[src/rtl/bvs_pkg.sv]
// Package holding the request codes, status codes and memory control type of the vector store.
`timescale 1ns / 1ps
`default_nettype none

package bvs_pkg;

    localparam int unsigned REQ_TYPE_W = 3;
    localparam int unsigned INDEX_W    = 4;
    localparam int unsigned DATA_W     = 32;
    localparam int unsigned COUNT_W    = 5;
    localparam int unsigned STATUS_W   = 2;

    localparam logic [REQ_TYPE_W-1:0] REQ_PUSH  = 3'd0;
    localparam logic [REQ_TYPE_W-1:0] REQ_POP   = 3'd1;
    localparam logic [REQ_TYPE_W-1:0] REQ_ERASE = 3'd2;
    localparam logic [REQ_TYPE_W-1:0] REQ_READ  = 3'd3;
    localparam logic [REQ_TYPE_W-1:0] REQ_CLEAR = 3'd4;

    localparam logic [STATUS_W-1:0] ST_OK    = 2'd0;
    localparam logic [STATUS_W-1:0] ST_FULL  = 2'd1;
    localparam logic [STATUS_W-1:0] ST_EMPTY = 2'd2;
    localparam logic [STATUS_W-1:0] ST_RANGE = 2'd3;

    typedef struct packed {
        logic wr_en;
        logic rd_a_en;
        logic rd_b_en;
    } bvs_mem_en_t;

endpackage : bvs_pkg

`default_nettype wire

[src/rtl/bvs_req_if.sv]
// Interfaces carrying requests into and results out of the vector store.
`timescale 1ns / 1ps
`default_nettype none

interface bvs_req_if
    import bvs_pkg::*;
();
    logic                    valid;
    logic                    ready;
    logic [REQ_TYPE_W-1:0]   req_type;
    logic [INDEX_W-1:0]      index;
    logic signed [DATA_W-1:0] value;

    modport source (output valid, output req_type, output index, output value, input ready);
    modport sink   (input valid, input req_type, input index, input value, output ready);
endinterface : bvs_req_if

interface bvs_rsp_if
    import bvs_pkg::*;
();
    logic                     valid;
    logic                     ready;
    logic signed [DATA_W-1:0] read_value;
    logic signed [DATA_W-1:0] front_value;
    logic signed [DATA_W-1:0] back_value;
    logic [COUNT_W-1:0]       count;
    logic [STATUS_W-1:0]      status;

    modport source (output valid, output read_value, output front_value, output back_value,
                    output count, output status, input ready);
    modport sink   (input valid, input read_value, input front_value, input back_value,
                    input count, input status, output ready);
endinterface : bvs_rsp_if

`default_nettype wire

[src/rtl/bvs_mem.sv]
// Entry storage: one write port and two read ports with registered read data.
`timescale 1ns / 1ps
`default_nettype none

module bvs_mem
    import bvs_pkg::*;
#(
    parameter int unsigned DEPTH = 16,
    parameter int unsigned AW    = 4
) (
    input  wire logic              clk,
    input  wire bvs_mem_en_t       en,
    input  wire logic [AW-1:0]     waddr,
    input  wire logic [DATA_W-1:0] wdata,
    input  wire logic [AW-1:0]     addr_a,
    input  wire logic [AW-1:0]     addr_b,
    output logic      [DATA_W-1:0] rdata_a,
    output logic      [DATA_W-1:0] rdata_b
);

    logic [DATA_W-1:0] mem [DEPTH];

    always_ff @(posedge clk)
    begin
        if (en.wr_en)
        begin
            mem[waddr] <= wdata;
        end
        if (en.rd_a_en)
        begin
            rdata_a <= mem[addr_a];
        end
        if (en.rd_b_en)
        begin
            rdata_b <= mem[addr_b];
        end
    end

endmodule : bvs_mem

`default_nettype wire

[src/rtl/bounded_vector_store.sv]
// Push, pop, read, clear and rejected requests pass through the fetch and result states after
// acceptance; an erase at position p in a list of c entries first shifts c-1-p entries down,
// each with a shift-read and then a shift-write step. One request is handled at a time; the next
// is taken once the sequencer is back in idle, which it enters as the previous result is
// registered. A result still waiting to be taken holds the following request in its last step.
// Reset clears the fill count, the sequencer and the result valid; entries keep their contents.
`timescale 1ns / 1ps
`default_nettype none

module bounded_vector_store
    import bvs_pkg::*;
#(
    parameter int unsigned DEPTH = 16
) (
    input  wire logic clk,
    input  wire logic rst_n,
    bvs_req_if.sink   req,
    bvs_rsp_if.source rsp
);

    // Address width for the entries and count width that can hold DEPTH itself.
    localparam int unsigned AW   = (DEPTH > 1) ? $clog2(DEPTH) : 1;
    localparam int unsigned CW   = $clog2(DEPTH + 1);
    // Comparisons of the request index against the count are done at this width so that
    // neither side is truncated.
    localparam int unsigned CMPW = (CW > INDEX_W) ? CW : INDEX_W;
    localparam logic [CW-1:0] DEPTH_C = CW'(DEPTH);

    // Sequencer states.
    localparam logic [2:0] S_IDLE   = 3'd0;
    localparam logic [2:0] S_SH_RD  = 3'd1;
    localparam logic [2:0] S_SH_WR  = 3'd2;
    localparam logic [2:0] S_FETCH  = 3'd3;
    localparam logic [2:0] S_RESULT = 3'd4;

    logic [2:0]          state_reg, state_next;
    logic [CW-1:0]       count_reg, count_next;
    logic [CW-1:0]       ptr_reg, ptr_next;
    logic                rd_cap_reg, rd_cap_next;
    logic [STATUS_W-1:0] status_reg, status_next;
    logic [DATA_W-1:0]   rdval_reg, rdval_next;

    logic                rsp_valid_reg, rsp_valid_next;
    logic [DATA_W-1:0]   rsp_read_reg, rsp_read_next;
    logic [DATA_W-1:0]   rsp_front_reg, rsp_front_next;
    logic [DATA_W-1:0]   rsp_back_reg, rsp_back_next;
    logic [COUNT_W-1:0]  rsp_count_reg, rsp_count_next;
    logic [STATUS_W-1:0] rsp_status_reg, rsp_status_next;

    bvs_mem_en_t       mem_en;
    logic [AW-1:0]     mem_waddr;
    logic [DATA_W-1:0] mem_wdata;
    logic [AW-1:0]     mem_addr_a;
    logic [AW-1:0]     mem_addr_b;
    logic [DATA_W-1:0] mem_rdata_a;
    logic [DATA_W-1:0] mem_rdata_b;

    logic [CMPW-1:0]   idx_cmp;
    logic [CMPW-1:0]   count_cmp;
    logic [CW-1:0]     ptr_inc;
    logic [CW-1:0]     count_dec;
    logic              accept;
    logic              rsp_free;

    bvs_mem #(
        .DEPTH (DEPTH),
        .AW    (AW)
    ) u_mem (
        .clk     (clk),
        .en      (mem_en),
        .waddr   (mem_waddr),
        .wdata   (mem_wdata),
        .addr_a  (mem_addr_a),
        .addr_b  (mem_addr_b),
        .rdata_a (mem_rdata_a),
        .rdata_b (mem_rdata_b)
    );

    // A new request is taken only when the sequencer is idle; the result register is separate,
    // so an unclaimed result does not hold off taking the next request, only that request's result step.
    assign req.ready = (state_reg == S_IDLE);
    assign accept    = req.valid && req.ready;
    assign rsp_free  = !rsp_valid_reg || rsp.ready;

    assign idx_cmp   = CMPW'(req.index);
    assign count_cmp = CMPW'(count_reg);
    assign ptr_inc   = ptr_reg + 1'b1;
    assign count_dec = count_reg - 1'b1;

    always_comb
    begin
        state_next      = state_reg;
        count_next      = count_reg;
        ptr_next        = ptr_reg;
        rd_cap_next     = rd_cap_reg;
        status_next     = status_reg;
        rdval_next      = rdval_reg;
        rsp_valid_next  = rsp_valid_reg;
        rsp_read_next   = rsp_read_reg;
        rsp_front_next  = rsp_front_reg;
        rsp_back_next   = rsp_back_reg;
        rsp_count_next  = rsp_count_reg;
        rsp_status_next = rsp_status_reg;

        mem_en     = '0;
        mem_waddr  = count_reg[AW-1:0];
        mem_wdata  = req.value;
        mem_addr_a = AW'(req.index);
        mem_addr_b = '0;

        // The result register empties once the consumer takes it.
        if (rsp_valid_reg && rsp.ready)
        begin
            rsp_valid_next = 1'b0;
        end

        case (state_reg)
            S_IDLE:
            begin
                if (accept)
                begin
                    status_next = ST_OK;
                    rd_cap_next = 1'b0;
                    rdval_next  = '0;
                    state_next  = S_FETCH;
                    case (req.req_type)
                        REQ_PUSH:
                        begin
                            if (count_reg < DEPTH_C)
                            begin
                                mem_en.wr_en = 1'b1;
                                count_next   = count_reg + 1'b1;
                            end
                            else
                            begin
                                status_next = ST_FULL;
                            end
                        end
                        REQ_POP:
                        begin
                            if (count_reg != '0)
                            begin
                                count_next = count_dec;
                            end
                            else
                            begin
                                status_next = ST_EMPTY;
                            end
                        end
                        REQ_ERASE:
                        begin
                            if (idx_cmp < count_cmp)
                            begin
                                // The count drops now; the shift then runs while the pointer
                                // stays below the new count.
                                count_next = count_dec;
                                ptr_next   = CW'(req.index);
                                if (idx_cmp < CMPW'(count_dec))
                                begin
                                    state_next = S_SH_RD;
                                end
                            end
                            else
                            begin
                                status_next = ST_RANGE;
                            end
                        end
                        REQ_READ:
                        begin
                            if (idx_cmp < count_cmp)
                            begin
                                mem_en.rd_a_en = 1'b1;
                                rd_cap_next    = 1'b1;
                            end
                            else
                            begin
                                status_next = ST_RANGE;
                            end
                        end
                        REQ_CLEAR:
                        begin
                            count_next = '0;
                        end
                        default:
                        begin
                            // Unused request codes change nothing and report success.
                        end
                    endcase
                end
            end
            S_SH_RD:
            begin
                mem_en.rd_a_en = 1'b1;
                mem_addr_a     = ptr_inc[AW-1:0];
                state_next     = S_SH_WR;
            end
            S_SH_WR:
            begin
                mem_en.wr_en = 1'b1;
                mem_waddr    = ptr_reg[AW-1:0];
                mem_wdata    = mem_rdata_a;
                ptr_next     = ptr_inc;
                if (ptr_inc < count_reg)
                begin
                    state_next = S_SH_RD;
                end
                else
                begin
                    state_next = S_FETCH;
                end
            end
            S_FETCH:
            begin
                // Port A still holds the entry fetched for a read request; capture it before
                // both ports are reused for the first and last entries.
                if (rd_cap_reg)
                begin
                    rdval_next = mem_rdata_a;
                end
                mem_en.rd_a_en = 1'b1;
                mem_en.rd_b_en = 1'b1;
                mem_addr_a     = '0;
                mem_addr_b     = (count_reg != '0) ? count_dec[AW-1:0] : '0;
                state_next     = S_RESULT;
            end
            S_RESULT:
            begin
                if (rsp_free)
                begin
                    rsp_valid_next  = 1'b1;
                    rsp_read_next   = rdval_reg;
                    rsp_front_next  = (count_reg != '0) ? mem_rdata_a : '0;
                    rsp_back_next   = (count_reg != '0) ? mem_rdata_b : '0;
                    rsp_count_next  = COUNT_W'(count_reg);
                    rsp_status_next = status_reg;
                    state_next      = S_IDLE;
                end
            end
            default:
            begin
                state_next = S_IDLE;
            end
        endcase
    end

    always_ff @(posedge clk or negedge rst_n)
    begin
        if (!rst_n)
        begin
            state_reg     <= S_IDLE;
            count_reg     <= '0;
            rd_cap_reg    <= 1'b0;
            rsp_valid_reg <= 1'b0;
        end
        else
        begin
            state_reg     <= state_next;
            count_reg     <= count_next;
            rd_cap_reg    <= rd_cap_next;
            rsp_valid_reg <= rsp_valid_next;
        end
    end

    always_ff @(posedge clk)
    begin
        ptr_reg        <= ptr_next;
        status_reg     <= status_next;
        rdval_reg      <= rdval_next;
        rsp_read_reg   <= rsp_read_next;
        rsp_front_reg  <= rsp_front_next;
        rsp_back_reg   <= rsp_back_next;
        rsp_count_reg  <= rsp_count_next;
        rsp_status_reg <= rsp_status_next;
    end

    assign rsp.valid       = rsp_valid_reg;
    assign rsp.read_value  = rsp_read_reg;
    assign rsp.front_value = rsp_front_reg;
    assign rsp.back_value  = rsp_back_reg;
    assign rsp.count       = rsp_count_reg;
    assign rsp.status      = rsp_status_reg;

endmodule : bounded_vector_store

`default_nettype wire

[src/flat_wrapper.sv]
// flat-port wrapper written by rule: the top's interface ports become plain ports
module bounded_vector_store_flat import bvs_pkg::*;
#(
    parameter int unsigned DEPTH = 16
)
  (clk, rst_n, req_valid, req_req_type, req_index, req_value, req_ready, rsp_valid, rsp_read_value, rsp_front_value, rsp_back_value, rsp_count, rsp_status, rsp_ready);
  bvs_req_if req_i ();
  bvs_rsp_if rsp_i ();
  input  wire logic clk;
  input  wire logic rst_n;
  input wire logic [$bits(req_i.valid)-1:0] req_valid;
  input wire logic [$bits(req_i.req_type)-1:0] req_req_type;
  input wire logic [$bits(req_i.index)-1:0] req_index;
  input wire logic [$bits(req_i.value)-1:0] req_value;
  output wire logic [$bits(req_i.ready)-1:0] req_ready;
  output wire logic [$bits(rsp_i.valid)-1:0] rsp_valid;
  output wire logic [$bits(rsp_i.read_value)-1:0] rsp_read_value;
  output wire logic [$bits(rsp_i.front_value)-1:0] rsp_front_value;
  output wire logic [$bits(rsp_i.back_value)-1:0] rsp_back_value;
  output wire logic [$bits(rsp_i.count)-1:0] rsp_count;
  output wire logic [$bits(rsp_i.status)-1:0] rsp_status;
  input wire logic [$bits(rsp_i.ready)-1:0] rsp_ready;
  assign req_i.valid = req_valid;
  assign req_i.req_type = req_req_type;
  assign req_i.index = req_index;
  assign req_i.value = req_value;
  assign req_ready = req_i.ready;
  assign rsp_valid = rsp_i.valid;
  assign rsp_read_value = rsp_i.read_value;
  assign rsp_front_value = rsp_i.front_value;
  assign rsp_back_value = rsp_i.back_value;
  assign rsp_count = rsp_i.count;
  assign rsp_status = rsp_i.status;
  assign rsp_i.ready = rsp_ready;
  bounded_vector_store #(.DEPTH(DEPTH)) u_core (.clk(clk), .rst_n(rst_n), .req(req_i), .rsp(rsp_i));
endmodule
[config.mk]
export PLATFORM = sky130hd
export DESIGN_NAME = bounded_vector_store_flat
export DESIGN_NICKNAME = d
export VERILOG_FILES = /design/src/rtl/bvs_pkg.sv /design/src/rtl/bvs_req_if.sv /design/src/rtl/bvs_mem.sv /design/src/rtl/bounded_vector_store.sv /design/src/flat_wrapper.sv
export SDC_FILE = /design/constraint.sdc
export NUM_CORES = 1
export LEC_CHECK = 0
export ABC_AREA = 1
export BUFFER_PORTS_ARGS = -buffer_cell sky130_fd_sc_hd__buf_4
export CORE_MARGIN = 1
export CORE_UTILIZATION = 35
export CTS_BUF_LIST = sky130_fd_sc_hd__clkbuf_16
export CTS_CLUSTER_DIAMETER = 40
export DETAILED_ROUTE_END_ITERATION = 7
export PLACE_DENSITY = 0.51
export REMOVE_ABC_BUFFERS = 1
export SYNTH_ARGS = -nofsm -noshare
export SYNTH_HDL_FRONTEND = slang
export SYNTH_SLANG_ARGS = --single-unit
[constraint.sdc]
create_clock -name clk -period 7.3 [get_ports clk]
set_clock_uncertainty 0.15 [all_clocks]
set_input_delay 0.73 -clock clk [delete_from_list [all_inputs] [get_ports clk]]
set_output_delay 0.73 -clock clk [all_outputs]
set_load 0.05 [all_outputs]
* Word-level counts from Yosys, hierarchy flattened
Memories as Yosys holds them, arrays and structs flattened. A register that Yosys moved wholly into a read port is not among the register bits.
Cells that the tools add are included.
** Storage, ports and cells
- Flip-flop bits (word level) :: 152
- Memory bits (writable) :: 512
- Input port bits :: 43
- Output and inout port bits :: 105
- Word-level logic and storage cells :: 94
- Memories :: 1
** Operators by class
- Add/subtract/negate cells :: 3
- Magnitude comparators :: 4
- Equal/unequal tests :: 16
- Mux-type cells :: 40
- Reduce and logical (&&, ||, !) cells :: 18
** Memory list
- u_core.u_mem.mem :: words 16, bits a word 32, read ports 2, clocked after memory_dff 2, write ports 1, RTL line bvs_mem.sv:21 : logic [DATA_W-1:0] mem [DEPTH];
** Operators by type and width (count)
- 32-bit 2-to-1 mux :: 3
- 32-bit one-hot mux with 2 select lines :: 1
- 5-bit 2-to-1 mux :: 6
- 5-bit one-hot mux with 4 select lines :: 1
- 3-bit one-hot mux with 5 select lines :: 1
- 3-bit by 2-bit equality test with 1-bit output, second input constant :: 4
- 3-bit 2-to-1 mux :: 4
- 4-bit 2-to-1 mux :: 3
- 1-bit 2-to-1 mux :: 11
- 5-bit by 1-bit adder with 5-bit output, second input constant :: 2
- 4-bit by 5-bit < comparator with 1-bit output :: 2
- 2-bit 2-to-1 mux :: 5
- 2-bit by 1-bit inequality test with 1-bit output, second input constant :: 5
- 5-bit one-hot mux with 2 select lines :: 1
- 4-bit one-hot mux with 2 select lines :: 1
- 3-bit by 1-bit equality test with 1-bit output, second input constant :: 2
- 3-bit equality test, second input constant :: 2
- 3-bit zero test :: 2
- 2-bit inequality test, second input constant :: 3
- 2-bit one-hot mux with 3 select lines :: 1
- 2-bit AND reduction :: 3
- 6-bit AND reduction :: 1
- 5-bit < comparator :: 1
- 5-bit < comparator, second input constant :: 1
- 11 further kinds :: 15

* Logic depth before layout (Yosys ltp)
Gate-level depths: netlist of the first run.
- Depth in word-level cells :: 7
- Depth in mapped cells :: 17
- Mapped depth without buffers :: 14

* Modules after synthesis
A second synthesis of the first run with hierarchy kept.
** Second synthesis, totals
- Cells, all modules :: 3897
- Area total of the unflattened synthesis :: 35858.1 um2
** By module, submodules not included
- bvs_mem :: times used 1, cells each 3317, area an instance 29311.9 um2, sequential area each 17296.6 um2
- bounded_vector_store :: times used 1, cells each 580, area an instance 6546.3 um2, sequential area each 4514.3 um2

* Worst setup path after synthesis of the first run
Ideal clock, no wire load.
- Path type :: in2reg
- Start point :: input port rsp_ready
- End point :: register u_core.rsp_back_reg[0], in the netlist u_core.rsp.back_value[0] (enable)
- Setup time :: 565 ps
- Arrival :: 5056 ps
- Data required time :: 6585 ps
- Setup slack :: 1529 ps
- Stages :: 2
- Path buffers :: 0
- Path through :: nor2_1 nor2_1
** Between the ends
- Word-level cells in the longest chain between the ends :: 2
** Ends and longest elaborated chain
- start: declaration :: RTL line flat_wrapper.sv:22 : input wire logic [$bits(rsp_i.ready)-1:0] rsp_ready;
- 1-bit logical OR :: RTL line bounded_vector_store.sv:83 : assign rsp_free = !rsp_valid_reg || rsp.ready;
- 2-bit AND reduction (no line)
- end signal: assignment :: RTL line bounded_vector_store.sv:271 : rsp_back_reg <= rsp_back_next;
- end: declaration :: RTL line bounded_vector_store.sv:46 : logic [DATA_W-1:0] rsp_back_reg, rsp_back_next;
No other way between the ends.
A chain may end at the register's enable or synchronous reset.

* Worst setup path in the final report of the first run
- Start point :: register u_core.state_reg[0]
- End point :: memory u_core.u_mem.mem[0][12] (enable)
** Between the ends
- Word-level cells in the longest chain between the ends :: 6
- Elaborated cells on any way between the ends :: 8
- Classes of those cells :: 1 x eq/ne; 5 x mux; 2 x reduce/logical
** Ends and longest elaborated chain
- start: declaration :: RTL line bounded_vector_store.sv:36 : logic [2:0] state_reg, state_next;
- start signal: assignment :: RTL line bounded_vector_store.sv:257 : state_reg <= state_next;
- 3-bit zero test :: RTL line bounded_vector_store.sv:81, bounded_vector_store.sv:117
- 1-bit logical AND :: RTL line bounded_vector_store.sv:82 : assign accept = req.valid && req.ready;
- 2-bit 2-to-1 mux :: RTL line bounded_vector_store.sv:120 : if (accept)
- 1-bit one-hot mux with 2 select lines :: RTL line bounded_vector_store.sv:117 : case (state_reg)
- 1-bit 2-to-1 mux :: RTL line bvs_mem.sv:25 : if (en.wr_en)
- 1-bit 2-to-1 mux (implied by the code) :: RTL line bvs_mem.sv:27 : mem[waddr] <= wdata;
- end: declaration :: RTL line bvs_mem.sv:21
Parallel ways exist; a longest one is shown, timed or not.

==> qor.yml, run 1 <==
clocking:
  clock_sink_count: 728
  cts.path.max_buffers: 3
  cts.clk_slew.worst_paths_ns: 0.05
  number_of_setup_buffers_added_after_cts: 0
  cts_hold_buf: 1
  tritoncts: "built"
  clock-root-buffer: "sky130_fd_sc_hd__clkbuf_16"
  cts-buffers-inserted: 118
  cts.repair.resized: 0
  clock_latency_ns: 0.69
  ctsHtreeMaxLevel: 3
timing:
  max_slew.worst_pin.slew_ns: 1.37
  period_needed_ns: 4.32
  post-route-worst-setup-slack_ns: 2.98
  fin_hold_ws_ns: 0.115
  finalSetupViolations: 0
  timing.fmax_ghz: 0.231
  timing_max_transition_violations_final: 0
  grt_setup_unrepaired: "false"
  hold_viol: 0
  period_share: 0.592
  maxSlewHeadroom: 0.0830
finish:
  antennaDiodeCount: 0
  finalNetCount: 3470
  registers.top_by_ff_count: "u_core.u_mem.mem"
  largest_register_ffs: 512
  final_cell_area_um2: 40700
  fillerInstances: 9155
  finish.utilization: 0.421
  area_growth_syn_to_layout_pct: 19.5
  final_layout_size_suffix_gt1_frac: 0.133
floorplanning:
  floorplan.die.width_um: 314
  die_area_um2: 98500
  boundaryPins: 148
  number_of_placement_rows: 114
  die_h_um: 314
  core_area_um2: 96600
  initial_core_util: 0.352
global_routing:
  antenna_violations_before_repair: 1
  first_global_vias: 24100
  pin_count_of_the_biggest_net_entering_global_routing: 229
  grt.overflow.total: 0
  grt_pass1_wl_um: 156000
  aggregate_global_route_resource_usage: 0.213
pwr:
  share_seq_of_total_power: 0.322
  p_leak_nw: 15.4
  p_switching_mw: 7.88
  total_power_mw: 19.5
  power_switching_share: 0.404
  p_int_mw: 11.6
  combinationalPowerShare: 0.381
  power.share.clock: 0.297
  power.density_cell_area_nw_per_um2: 479
  worst_ir_drop_vdd_mv: 0.361
synthesis:
  syn_area_per_cell_um2: 10.3
  syn_inst: 3289
  async_reset_ff_frac: 0.0137
  seq_area_frac_synth: 0.641
  synthFlopType: "sky130_fd_sc_hd__edfxtp_1"
  synth.top_cells.by_area: "sky130_fd_sc_hd__edfxtp_1 63%, sky130_fd_sc_hd__o211ai_1 8.0%, sky130_fd_sc_hd__nand2_1 7.8%"
  synth.yosys.warnings: 0
  number_of_storage_elements_in_the_synthesis_netlist: 728
  synth_top_cell_by_area: "sky130_fd_sc_hd__edfxtp_1"
  post-synth-top-area-fraction: 0.634
  synth_enable_flop_cells: 718
  post_synth_instance_area_um2: 34000
  synth_cell_types: 30
hold_path:
  hold_path_class: "input pin to flip-flop"
setup_path:
  timing.critical_path.slowest_cell_delay_ns: 0.97
  crit_path_start_kind: "flip-flop"
  worst_ep_arrival_time_ns: 4.51
  crit_required_ns: 7.49
  timing.critical_path.cells: "nor2_1 > nand2_4 > inv_1 > nand2_1 > o21ai_0 > nand3_1 > nor2_4 > buf_4"
  endpoint_kind: "flip-flop"
  worst_path_max_delay_cell: "sky130_fd_sc_hd__nor2_4"
  crit_path_max_fanout: 75
  critPathKind: "flip-flop to flip-flop"
drt:
  postRouteWirelength_um: 105000
  antenna_left: 0
  first_pass_iters: 7
  route.detailed.wl_per_inst_um: 22.0
  vias: 25100
  drc: 1
  drt_iter0_markers: 2257
  vias_per_cell: 5.25
status:
  outcome: "finished with violations"
  failed_checks: "design-rule violations"
placed_design:
  place.gp.congestion: 0.807
  pre_cts_slack_ns: 2.89
  detailed_place.area_um2: 36500
  dp_hpwl_um: 55600
  number_of_port_buffers: 147
run:
  timing.max_cap.violations: 0
## cells in the mapped netlist (3+ instances only)
library cell               instances
sky130_fd_sc_hd__nor2_4            4
sky130_fd_sc_hd__nand3_1         397
sky130_fd_sc_hd__xor2_1            5
sky130_fd_sc_hd__inv_2             5
sky130_fd_sc_hd__inv_1           366
sky130_fd_sc_hd__buf_1            14
sky130_fd_sc_hd__nor3_1            5
sky130_fd_sc_hd__buf_4            15
sky130_fd_sc_hd__dfrtp_1          10
sky130_fd_sc_hd__ha_1             14
sky130_fd_sc_hd__nand4_1           3
sky130_fd_sc_hd__buf_2           141
sky130_fd_sc_hd__o211ai_1        363
sky130_fd_sc_hd__nand2_1         706
sky130_fd_sc_hd__clkbuf_1         52
sky130_fd_sc_hd__o21ai_0         206
sky130_fd_sc_hd__nand2_2           3
sky130_fd_sc_hd__nor2_1          246
sky130_fd_sc_hd__edfxtp_1        718
sky130_fd_sc_hd__a21oi_1           4
## area by class of cell
| type | instances | area [um2] | area share |
|---|---|---|---|
| Sequential cell | 728 | 21800 | 0.537 |
| Multi-Input combinational cell | 1966 | 9990 | 0.246 |
| Clock buffer | 119 | 2980 | 0.0733 |
| Timing Repair Buffer | 227 | 1740 | 0.0429 |
| Tap cell | 1276 | 1600 | 0.0393 |
| Inverter | 372 | 1400 | 0.0344 |
| Clock inverter | 103 | 1140 | 0.0280 |
## power by group through the flow
stage,Combinational (mW),Sequential (mW),Clock [mW]
5_1_grt,8.17,6.34,6.04
3_3_place_gp,7.41,6.37,0
6_report,7.42,6.28,5.78
3_5_place_dp,7.46,6.36,0
2_1_floorplan,4.55,6.65,0
4_1_cts,7.48,6.29,5.86
## final timing paths
kind                                       from                        end  slack [ns]  cells past startpoint
hold reg to reg            u_core.rdval_reg[14]  u_core.rsp.read_value[14]        0.24                      0
min in group asynchronous                 rst_n          u_core.rd_cap_reg        0.29                      2
setup / recovery            u_core.state_reg[0]    u_core.u_mem.mem[0][12]        2.98                      8
max in group asynchronous                 rst_n        u_core.count_cmp[1]        6.55                      2
setup reg to reg            u_core.state_reg[0]    u_core.u_mem.mem[0][12]        2.98                      8
hold / removal                        rsp_ready           u_core.rsp.valid        0.11                      2
## critical path, delay by kind of cell, from the launching register on
kind	cells	cell delay, ns
compound gates	1	0.19
simple gates	5	2.33
buf+inv	2	0.89
flops	1	0.40
## cells in the final DEF, fill, tap and decap left out, types with 2 or more instances in the layout
master	instances
sky130_fd_sc_hd__clkinvlp_4	14
sky130_fd_sc_hd__nor2_1	227
sky130_fd_sc_hd__clkinv_1	15
sky130_fd_sc_hd__a21oi_1	4
sky130_fd_sc_hd__nand3_4	2
sky130_fd_sc_hd__ha_1	14
sky130_fd_sc_hd__nand4_1	3
sky130_fd_sc_hd__nand2_1	704
sky130_fd_sc_hd__nand2_2	3
sky130_fd_sc_hd__clkinv_2	17
sky130_fd_sc_hd__clkinv_4	10
sky130_fd_sc_hd__inv_8	5
sky130_fd_sc_hd__nand3_1	396
sky130_fd_sc_hd__nor2_4	23
sky130_fd_sc_hd__buf_4	223
sky130_fd_sc_hd__inv_1	372
sky130_fd_sc_hd__clkbuf_16	119
sky130_fd_sc_hd__a21boi_4	2
sky130_fd_sc_hd__inv_6	15
sky130_fd_sc_hd__o21ai_4	3
sky130_fd_sc_hd__xor2_1	5
sky130_fd_sc_hd__buf_12	3
sky130_fd_sc_hd__dfrtp_1	10
sky130_fd_sc_hd__nor3_1	5
sky130_fd_sc_hd__o21ai_0	205
sky130_fd_sc_hd__bufinv_16	19
sky130_fd_sc_hd__o211ai_1	363
sky130_fd_sc_hd__edfxtp_1	718
sky130_fd_sc_hd__inv_2	6
## through the flow
step | TNS [ns] | cells
2_1_floorplan | -37.75 | 3066
6_report | 0 | 4791
4_1_cts | 0 | 4791
5_1_grt | 0 | 4791
3_3_place_gp | 0 | 4568
3_5_place_dp | 0 | 4568
## logic make-up (layout without fill, tap and decap cells)
| group | count (synthesis) | in the layout | share of synthesized area |
|---|---|---|---|
| AO/OA/AOI/OAI | 580 | 580 | 0.112 |
| XOR/XNOR | 7 | 7 | 0.00202 |
| adder cells (fa/ha/maj) | 14 | 14 | 0.00515 |
| flip-flops | 728 | 728 | 0.641 |
| AND/OR/NAND/NOR | 1365 | 1365 | 0.167 |
| buffers and inverters | 595 | 821 | 0.0727 |
## layer usage
| metal | vias to the layer above | global-route usage | routed length [um] |
|---|---|---|---|
| li1 | 11800 | - | - |
| met1 | 12300 | 0.283 | 45700 |
| met2 | 857 | 0.352 | 50000 |
| met3 | 208 | 0.0325 | 6430 |
| met4 | 0 | 0.0734 | 3200 |
| met5 | - | 0 | 0 |
Note: power is estimated with default switching activity, not from simulation.
==> inputs of run 2 (changes only) <==
==> constraint.sdc (replaced) <==
create_clock -name clk -period 4.1 [get_ports clk]
set_clock_uncertainty 0.15 [all_clocks]
set_input_delay 0.41 -clock clk [delete_from_list [all_inputs] [get_ports clk]]
set_output_delay 0.41 -clock clk [all_outputs]
set_load 0.05 [all_outputs]
==> run 2 against run 1 <==
  * The flow still finishes with violations (design-rule violations)
  * Critical endpoint is now u_core.u_mem.mem[5][26]
  * Register-to-register slack got worse by 2.2 ns
  * Global-route usage grew 0.16 points
  * Die area is the same
==> qor.yml, run 2 (synthesis gave the netlist of run 1 again) <==
status:
  outcome: "finished with violations"  # unchanged
  failed_checks: "design-rule violations"  # unchanged
timing:
  grt_setup_unrepaired: "false"  # unchanged
  maxSlewHeadroom: 0.240  # was 0.0830
  post-route-worst-setup-slack_ns: 0.782  # was 2.98 ns
  timing_max_transition_violations_final: 0  # unchanged
  hold_viol: 0  # unchanged
  period_needed_ns: 3.32  # was 4.32 ns
  period_share: 0.809  # was 0.592
  timing.fmax_ghz: 0.301  # was 0.231 GHz
  finalSetupViolations: 0  # unchanged
  fin_hold_ws_ns: 0.0432  # was 0.115 ns
  max_slew.worst_pin.slew_ns: 1.14  # was 1.37 ns
clocking:
  cts.clk_slew.worst_paths_ns: 0.05  # about the same
  cts.repair.resized: 0  # unchanged
  clock_latency_ns: 0.69  # about the same
  ctsHtreeMaxLevel: 3  # unchanged
  clock_sink_count: 728  # unchanged
  cts-buffers-inserted: 119  # was 118
  clock-root-buffer: "sky130_fd_sc_hd__clkbuf_16"  # unchanged
  tritoncts: "built"  # unchanged
  cts.path.max_buffers: 3  # unchanged
setup_path:
  critical_path_cell_count: 10  # was 8
  worst-path-buf-inv: 4  # was 2
  crit_path_max_fanout: 74  # was 75
  setup.reg_to_reg.worst_slack_ns: 0.78  # was 2.98 ns
  critical-path-top-delay-family: "buffers and inverters"  # was simple AND/OR/NAND/NOR gates
  timing.critical_path.cells: "nor2_1 > nand2_4 > buf_4 > o21ai_0 > inv_1 > nor2_1 > nand2_1 > buf_4 > nor2_4 > buf_4"  # was nor2_1 > nand2_4 > inv_1 > nand2_1 > o21ai_0 > nand3_1 > nor2_4 > buf_4
  crit_required_ns: 4.27  # was 7.49 ns
  startpoint_of_the_lowest_slack_register_to_register_path: "u_core.state_reg[0]"  # unchanged
  timing.critical_path.slowest_cell_delay_ns: 0.63  # was 0.97 ns
  worst_path_max_delay_cell: "sky130_fd_sc_hd__o21ai_0"  # was sky130_fd_sc_hd__nor2_4
  crit_path_start_kind: "flip-flop"  # unchanged
  critical-path-top-cell-by-count: "sky130_fd_sc_hd__buf_4"
  critPathKind: "flip-flop to flip-flop"  # unchanged
  endpoint_kind: "flip-flop"  # unchanged
  timing.reg2reg.worst_path_depth: 10  # was 8
  timing.rr.end: "u_core.u_mem.mem[5][26]"  # was u_core.u_mem.mem[0][12]
  worst_ep_arrival_time_ns: 3.49  # was 4.51 ns
placed_design:
  dp_hpwl_um: 60700  # was 55600 um
  detailed_place.area_um2: 37400  # was 36500 um2
  place.gp.congestion: 0.817  # was 0.807
  number_of_port_buffers: 147  # unchanged
  pre_cts_slack_ns: 0.755  # was 2.89 ns
global_routing:
  aggregate_global_route_resource_usage: 0.214  # was 0.213
  first_global_vias: 24500  # was 24100
  grt_pass1_wl_um: 158000  # was 156000 um
  grt.overflow.total: 0  # unchanged
  antenna_violations_before_repair: 0  # was 1
  pin_count_of_the_biggest_net_entering_global_routing: 95  # was 229
finish:
  seq_area_um2: 21800  # unchanged
  final_cell_area_um2: 41700  # was 40700 um2
  fillerInstances: 9203  # was 9155
  antennaDiodeCount: 0  # unchanged
  finalNetCount: 3528  # was 3470
  finish.utilization: 0.432  # was 0.421
  final_layout_size_suffix_gt1_frac: 0.151  # was 0.133
  largest_register_ffs: 512  # unchanged
  commonest_non_fill_non_tap_cells_in_the_layout: "718 x sky130_fd_sc_hd__edfxtp_1, 704 x sky130_fd_sc_hd__nand2_1, 396 x sky130_fd_sc_hd__nand3_1"  # unchanged
  area_growth_syn_to_layout_pct: 22.5  # was 19.5%
  area_of_combinational_cells_with_multiple_inputs_um2: 9990  # unchanged
  registers.top_by_ff_count: "u_core.u_mem.mem"  # unchanged
  layout.cells.most_common: "sky130_fd_sc_hd__edfxtp_1"  # unchanged
floorplanning:
  die_area_um2: 98500  # unchanged
  floorplan.die.width_um: 314  # unchanged
  initial_core_util: 0.352  # unchanged
  number_of_placement_rows: 114  # unchanged
  boundaryPins: 148  # unchanged
  core_area_um2: 96600  # unchanged
  die_h_um: 314  # unchanged
drt:
  vias: 25500  # was 25100
  drt_iter0_markers: 2711  # was 2257
  routedLengthMet1_um: 47200  # was 45700 um
  antenna_left: 0  # unchanged
  route.met3.wl_um: 7080  # was 6430 um
  vias_per_cell: 5.25  # about the same
  route.met2.wl_um: 48900  # was 50000 um
  topRoutingLayerUsed: "met4"  # unchanged
  drc: 1  # unchanged
  postRouteWirelength_um: 106000  # was 105000 um
  route.detailed.wl_per_inst_um: 21.8  # was 22.0 um
  first_pass_iters: 8  # was 7
pwr:
  power.density_cell_area_nw_per_um2: 854  # was 479 nW/um2
  p_leak_nw: 15.9  # was 15.4 nW
  worst_ir_drop_vdd_mv: 0.591  # was 0.361 mV
hold_path:
  hold-path-cell-count: 4  # was 2
  hold_path_class: "input pin to flip-flop"  # unchanged
  worst_hold_path.endpoint: "u_core.status_reg[0]"  # was u_core.rsp.valid
  hold_start: "req_req_type[2]"  # was rsp_ready
run:
  timing.max_cap.violations: 0  # unchanged
==> run 2: changes by cell type in the layout (fill, tap and decap cells not counted), sizes merged <==
cell         delta
inv             +2
clkinvlp        +7
bufinv          -2
buf            +50
clkinv          -7
clkbuf          +4
dlygate4sd3     +7
==> run 2: worst max-delay path by stage <==
stage | start | to | slack, ns
final | u_core.state_reg[0] | u_core.u_mem.mem[5][26] | 0.78
after global routing | u_core.state_reg[0] | u_core.u_mem.mem[13][18] | 0.54
after CTS | u_core.state_reg[0] | u_core.u_mem.mem[13][18] | 0.74
after detailed placement | u_core.state_reg[0] | u_core.u_mem.mem[13][5] | 0.76
after global placement | u_core.state_reg[0] | u_core.u_mem.mem[13][28] | 0.74
after floorplan | u_core.ptr_reg[0] | u_core.u_mem.rdata_a[13] | -4.41
==> run 2: routing by layer <==
layer | vias up | track usage
li1 | 11900 | -
met1 | 12400 | 0.298
met2 | 936 | 0.342
met3 | 174 | 0.0322
met4 | 0 | 0.0706
met5 | - | 0
==> run 2: final cells by class <==
cell class / count / share of cell area
Clock inverter: 103 / 0.0281
Sequential cell: 728 / 0.523
Tap cell: 1276 / 0.0383
Timing Repair Buffer: 284 / 0.0633
Inverter: 372 / 0.0336
Multi-Input combinational cell: 1966 / 0.240
Clock buffer: 123 / 0.0738
==> run 2: what timing repair did <==
action	in CTS	in global routing
endpoints found under the hold margin	17	0
setup buffers	0	0
hold buffers	8	0
==> run 2: tightest hold or removal path, stage by stage <==
cell and delay (ns):
sky130_fd_sc_hd__buf_4 0.09, sky130_fd_sc_hd__nor2_1 0.06, sky130_fd_sc_hd__nand3_1 0.09, sky130_fd_sc_hd__nand2_1 0.06
==> run 2: through the flow <==
stage / TNS [ns] / power, mW / std cells
finish: 0 / 35.6 / 4852
global route: 0 / 37.5 / 4852
CTS: 0 / 35.9 / 4852
detailed placement: 0 / 25.2 / 4618
global placement: 0 / 25.2 / 4618
floorplan: -517.05 / 19.4 / 3066
==> run 2: power breakdown <==
part	switching [mW]	internal (mW)
registers	0.435	10.7
clock network	3.92	6.62
logic	10.0	3.85
